==> src/sv/eartm_pkg.sv <==
`timescale 1ns / 1ps
// ----------------------------------------------------------------------------
// eartm_pkg: shared types and constants
// Q2.30 CORDIC constants, arctangent table and angle convention codes.
// ----------------------------------------------------------------------------
package eartm_pkg;

	localparam int QBITS = 30;
	localparam int DW    = 34;

	typedef logic signed [DW-1:0] q_t;
	typedef logic signed [67:0]   p_t;

	typedef enum logic {
		KIND_XYZ = 1'b0,
		KIND_ZYX = 1'b1
	} kind_t;

	localparam q_t Q_ONE      = q_t'(64'sd1073741824);
	localparam q_t Q_HALF_PI  = q_t'(64'sh6487ED51);
	localparam q_t Q_PI       = q_t'(64'shC90FDAA2);
	localparam q_t Q_GAIN_INV = q_t'(64'sh26DD3B6A);

	function automatic q_t atan_q(input int k);
		logic [31:0] v;
		begin
			case (k)
				0: v = 32'h3243F6A8;  1: v = 32'h1DAC6705;  2: v = 32'h0FADBAFC;
				3: v = 32'h07F56EA6;  4: v = 32'h03FEAB76;  5: v = 32'h01FFD55B;
				6: v = 32'h00FFFAAA;  7: v = 32'h007FFF55;  8: v = 32'h003FFFEA;
				9: v = 32'h001FFFFD;  10: v = 32'h000FFFFF; 11: v = 32'h0007FFFF;
				12: v = 32'h0003FFFF; 13: v = 32'h0001FFFF; 14: v = 32'h0000FFFF;
				15: v = 32'h00007FFF; 16: v = 32'h00003FFF; 17: v = 32'h00001FFF;
				18: v = 32'h00000FFF; 19: v = 32'h000007FF; 20: v = 32'h000003FF;
				21: v = 32'h000001FF; 22: v = 32'h000000FF; 23: v = 32'h0000007F;
				24: v = 32'h0000003F; 25: v = 32'h0000001F; 26: v = 32'h0000000F;
				27: v = 32'h00000008; 28: v = 32'h00000004; 29: v = 32'h00000002;
				30: v = 32'h00000001;
				default: v = 32'h00000000;
			endcase
			atan_q = q_t'({2'b00, v});
		end
	endfunction

endpackage

==> src/sv/eartm_cordic.sv <==
`timescale 1ns / 1ps
// ----------------------------------------------------------------------------
// eartm_cordic: pipelined sine/cosine
// One rotation step per stage; quadrant fold at entry, sign flip at exit.
// ----------------------------------------------------------------------------
module eartm_cordic #(
	parameter int ANGLE_WIDTH  = 16,
	parameter int CORDIC_STEPS = 16
) (
	input  logic                          clk,
	input  logic                          adv,
	input  logic signed [ANGLE_WIDTH-1:0] angle,
	output eartm_pkg::q_t                 sin_o,
	output eartm_pkg::q_t                 cos_o
);
	localparam int SH = eartm_pkg::QBITS - (ANGLE_WIDTH - 3);

	eartm_pkg::q_t x_s [CORDIC_STEPS+1];
	eartm_pkg::q_t y_s [CORDIC_STEPS+1];
	eartm_pkg::q_t z_s [CORDIC_STEPS+1];
	logic          f_s [CORDIC_STEPS+1];

	eartm_pkg::q_t z_in;
	eartm_pkg::q_t z_fold;
	logic          flip;

	always_comb begin
		z_in = eartm_pkg::q_t'(angle) <<< SH;
		flip = 1'b0;
		z_fold = z_in;
		if (z_in > eartm_pkg::Q_HALF_PI) begin
			z_fold = z_in - eartm_pkg::Q_PI;
			flip = 1'b1;
		end else if (z_in < -eartm_pkg::Q_HALF_PI) begin
			z_fold = z_in + eartm_pkg::Q_PI;
			flip = 1'b1;
		end
	end

	always_ff @(posedge clk) begin
		if (adv) begin
			x_s[0] <= eartm_pkg::Q_GAIN_INV;
			y_s[0] <= '0;
			z_s[0] <= z_fold;
			f_s[0] <= flip;
		end
	end

	for (genvar i = 0; i < CORDIC_STEPS; i++) begin : g_step
		localparam int K = i % 32;
		always_ff @(posedge clk) begin
			if (adv) begin
				if (!z_s[i][eartm_pkg::DW-1]) begin
					x_s[i+1] <= x_s[i] - (y_s[i] >>> K);
					y_s[i+1] <= y_s[i] + (x_s[i] >>> K);
					z_s[i+1] <= z_s[i] - eartm_pkg::atan_q(K);
				end else begin
					x_s[i+1] <= x_s[i] + (y_s[i] >>> K);
					y_s[i+1] <= y_s[i] - (x_s[i] >>> K);
					z_s[i+1] <= z_s[i] + eartm_pkg::atan_q(K);
				end
				f_s[i+1] <= f_s[i];
			end
		end
	end

	assign sin_o = f_s[CORDIC_STEPS] ? -y_s[CORDIC_STEPS] : y_s[CORDIC_STEPS];
	assign cos_o = f_s[CORDIC_STEPS] ? -x_s[CORDIC_STEPS] : x_s[CORDIC_STEPS];
endmodule

==> config.mk <==
export PLATFORM = sky130hd
export DESIGN_NAME = eartm_cordic
export DESIGN_NICKNAME = d
export VERILOG_FILES = /design/src/sv/eartm_pkg.sv /design/src/sv/eartm_cordic.sv
export SDC_FILE = /design/constraint.sdc
export NUM_CORES = 2
export LEC_CHECK = 0
export BUFFER_PORTS_ARGS = -buffer_cell sky130_fd_sc_hd__buf_2
export CAP_MARGIN = 10
export CORE_ASPECT_RATIO = 1.1
export CORE_UTILIZATION = 60
export CTS_CLUSTER_DIAMETER = 30
export DETAILED_ROUTE_END_ITERATION = 8
export MAX_ROUTING_LAYER = met4
export PLACE_DENSITY = 0.75
export REMOVE_ABC_BUFFERS = 1
export SLEW_MARGIN = 20
export SYNTH_ARGS = -nofsm -noshare
export SYNTH_HDL_FRONTEND = slang
export SYNTH_SLANG_ARGS = --single-unit
export TNS_END_PERCENT = 5
==> constraint.sdc <==
create_clock -name clk -period 5.5 [get_ports clk]
set_input_delay 0.275 -clock clk [delete_from_list [all_inputs] [get_ports clk]]
set_output_delay 0.275 -clock clk [all_outputs]
set_load 0.02 [all_outputs]
==> impl_results.md <==
* DIE WIDTH at 438 um
* Async SR Flop Fraction at 0
* Post-synthesis cell area at 126000 sq um
* Dpl hpwl at 276000 um
* Non-filler instance count after layout at 16500
* DRC viols at 0
* Post-CTS Setup Inserts at 0
* WP data arrival at 5830 ps
* Final instance area at 142000 sq um
* CORE AREA at 207000 sq um
* Nets@finish at 15000
* Clock latency at the later pin of the worst-skew pair at 950 ps
* Largest family of logic cells by synthesized area: compound AO/OA/AOI/OAI gates
* Synth Area in Adders at 0.150
* Sink Count at 1492
* Top Ports at 86
* Final Hold Viols at 0
* CP startpoint kind: flop
* RD Place Congestion at 1.04
* Finish-stage setup viols at 0
* Initial antenna violation count at 7
* Xor and xnor area share after synthesis at 0.137
* Num CTS Buffers at 340
* Syn Inst Count at 13000
* Worst Clk Skew at 73.3 ps
* Post-synth EDFFs at 1492
* Clk root buf: clkbuf_16
* Initial DRC Count at 6905
* FF-to-FF End: x_s[16][33]$_DFFE_PP_
* # H-tree levels at 5
* Router iterations before antenna repair at 9
* Status: complete, no violations
* Routed Antenna Nets at 0
* Fmax at 0.193 GHz
* Area grow syn2layout at 12.8%
* Critical Path End: x_s[16][33]$_DFFE_PP_
* Commonest non-fill, non-tap cell in the layout: edfxtp_1
* Slew Limit Fails at 0
* Max FO, Critical Path at 8
* Max cap viols at 0
* Vias in the first global route at 102000
* Total number of vias at 102000
* Reg2reg setup slack at 330 ps
* Worst Setup End Kind: flop
* Synth Register Bits at 1492
* Starting Density at 0.605
* Final period utilization at 0.941
* Total track usage at 0.337
* Setup WS pre-CTS at 217 ps
* Cell Area, Placed at 130000 sq um
* First-pass GRT wire length at 549000 um
* Share of layout cells above drive strength 1 at 0.0719
* Synth cell types at 103
* FF-to-FF Start: y_s[15][15]$_DFFE_PP_
* Clk pin slew, worst setup/hold paths at 50 ps
* Die Y at 482 um
* Fillers at 15800
* Aggregate global routing overflow at 0
* Post-synthesis compound-gate area fraction at 0.203
* Required @ worst endpoint at 6160 ps
* DRT Wirelength at 351000 um
* Maximum clock path buffer count at 4
* Placed cells at 15800
* Routed vias/inst at 6.21
* Minimum clock period at 5170 ps
* Num rows at 175
* Fraction of the mapped netlist area in simple logic gates at 0.123
* Wirelength per Cell at 21.3 um
* Cell depth of the worst flop-to-flop path at 19
* Worst Hold Class: in -> reg
* Synth Flop Type: edfxtp_1
* Largest net degree at the start of global routing at 175
* Synth Area per Inst at 9.65 sq um
* Number of buffers added on ports at 85
* Final WS setup at 326 ps
* Die ar. at 211000 sq um
* Worst-margin pin slew at 1080 ps
* Type of the worst setup path: reg -> reg
* Sequential area share after synthesis at 0.357
* YS warnings at 0
* Crit. Startpoint: y_s[15][15]$_DFFE_PP_
* Relative slew margins at 0.282
* CTS tree: done
* Most frequent cells in the layout: edfxtp_1 (1492), ha_1 (1428), a21oi_1 (1335)
* Mux contribution to synthesized area at 0.00763
==> worst min path at each step <==
| stage | start | end | slack, ps | cells after the start |
|---|---|---|---|---|
| after floorplan | adv | f_s[0][10]$_DFFE_PP_ | 390 | 0 |
| after global placement | f_s[0][11]$_DFFE_PP_ | f_s[0][12]$_DFFE_PP_ | 400 | 0 |
| after detailed placement | f_s[0][1]$_DFFE_PP_ | f_s[0][2]$_DFFE_PP_ | 400 | 0 |
| after CTS | angle[8] | z_s[0][25]$_DFFE_PP_ | 260 | 3 |
| after global routing | angle[8] | z_s[0][25]$_DFFE_PP_ | 300 | 3 |
| final | angle[8] | z_s[0][25]$_DFFE_PP_ | 300 | 3 |
==> what timing repair did <==
| item | 4_1_cts | 5_1_grt |
|---|---|---|
| gates resized for setup | 0 | 9 |
| endpoints found under the hold margin | 36 | 0 |
| endpoints found under the setup margin | 0 | 9 |
| hold buffers | 27 | 0 |
==> state kept, by name, indices dropped and copies added, names as in the netlist <==
register	cells
f_s	16
z_s	481
y_s	511
x_s	484
==> cells by family after synthesis <==
group,Yosys count
muxes,92
AOI/OAI and AO/OA,4003
xor gates and xnor gates,1959
adders and majority gates,1474
DFF,1492
and+or+nand+nor,3237
buffers and inverters,754
==> metrics by stage <==
stage               TNS, ps  hold WS (ps)   util
floorplan              -236           387      -
global placement          0           401  0.628
detailed placement        0           405  0.628
CTS                       0           261  0.682
global route          -7.29           300  0.683
finish                    0           300  0.683
==> cell usage after synthesis, types with 33 or more instances <==
cell type     n  area, sq um
nor2b_1     175         1090
a21boi_0     59          443
nand4_1      85          532
o21ai_0     705         3530
and2_1       55          344
nor2_1     1032         3870
or4_1        42          315
o211ai_1     33          248
nand2b_1    217         1360
a31oi_1     119          744
o41ai_1      52          455
or3_1        93          582
o21bai_1    184         1380
edfxtp_1   1492        44800
xnor2_1    1320        11600
clkbuf_1    165          619
fa_1         46          921
a21oi_1    1335         6680
xor2_1      639         5600
o31ai_1     131          983
nor3_1      265         1330
a211oi_1    100          751
mux2i_1      62          621
ha_1       1428        17900
o21a_1      195         1460
a21o_1      706         5300
a211o_1      41          359
nand2_1     733         2750
nor4_1       76          475
and3_1       92          576
inv_1       549         2060
nand3_1     220         1100
or2_2        48          300
==> metal layers <==
| metal | vias up | wire [um] | track usage |
|---|---|---|---|
| li1 | 49200 | - | - |
| met1 | 48800 | 134000 | 0.358 |
| met2 | 3238 | 180000 | 0.603 |
| met3 | 1016 | 17200 | 0.0464 |
| met4 | 0 | 19600 | 0.180 |
| met5 | - | 0 | - |
==> layout make-up <==
type,instances,area (sq um),share of cell area
sequential,1492,44800,0.316
antenna,8,20.0,0.000141
timing repair buffer,305,2190,0.0155
tap,2743,3430,0.0242
clock buffer,370,8640,0.0610
multi-input combinational,10800,77900,0.551
inverter,554,2080,0.0147
clock inverter,231,2470,0.0174
==> worst max-delay path: stages, from the launching register on <==
cell and delay [ps]:
edfxtp_1 470, inv_1 90, ha_1 190, nand3_1 140, or4_1 520, o41ai_1 400
buf_4 250, xnor2_1 80, ha_1 380, and3_1 220, and3_2 290, nand3_1 90
or3_1 460, a211o_1 330, a41oi_1 280, and2_1 200, o21ai_0 140, o21bai_1 150
a21oi_1 90, xnor2_1 140
Power is not shown: default switching activity piles up to over one toggle a cycle in this logic, so the estimate is an artifact.
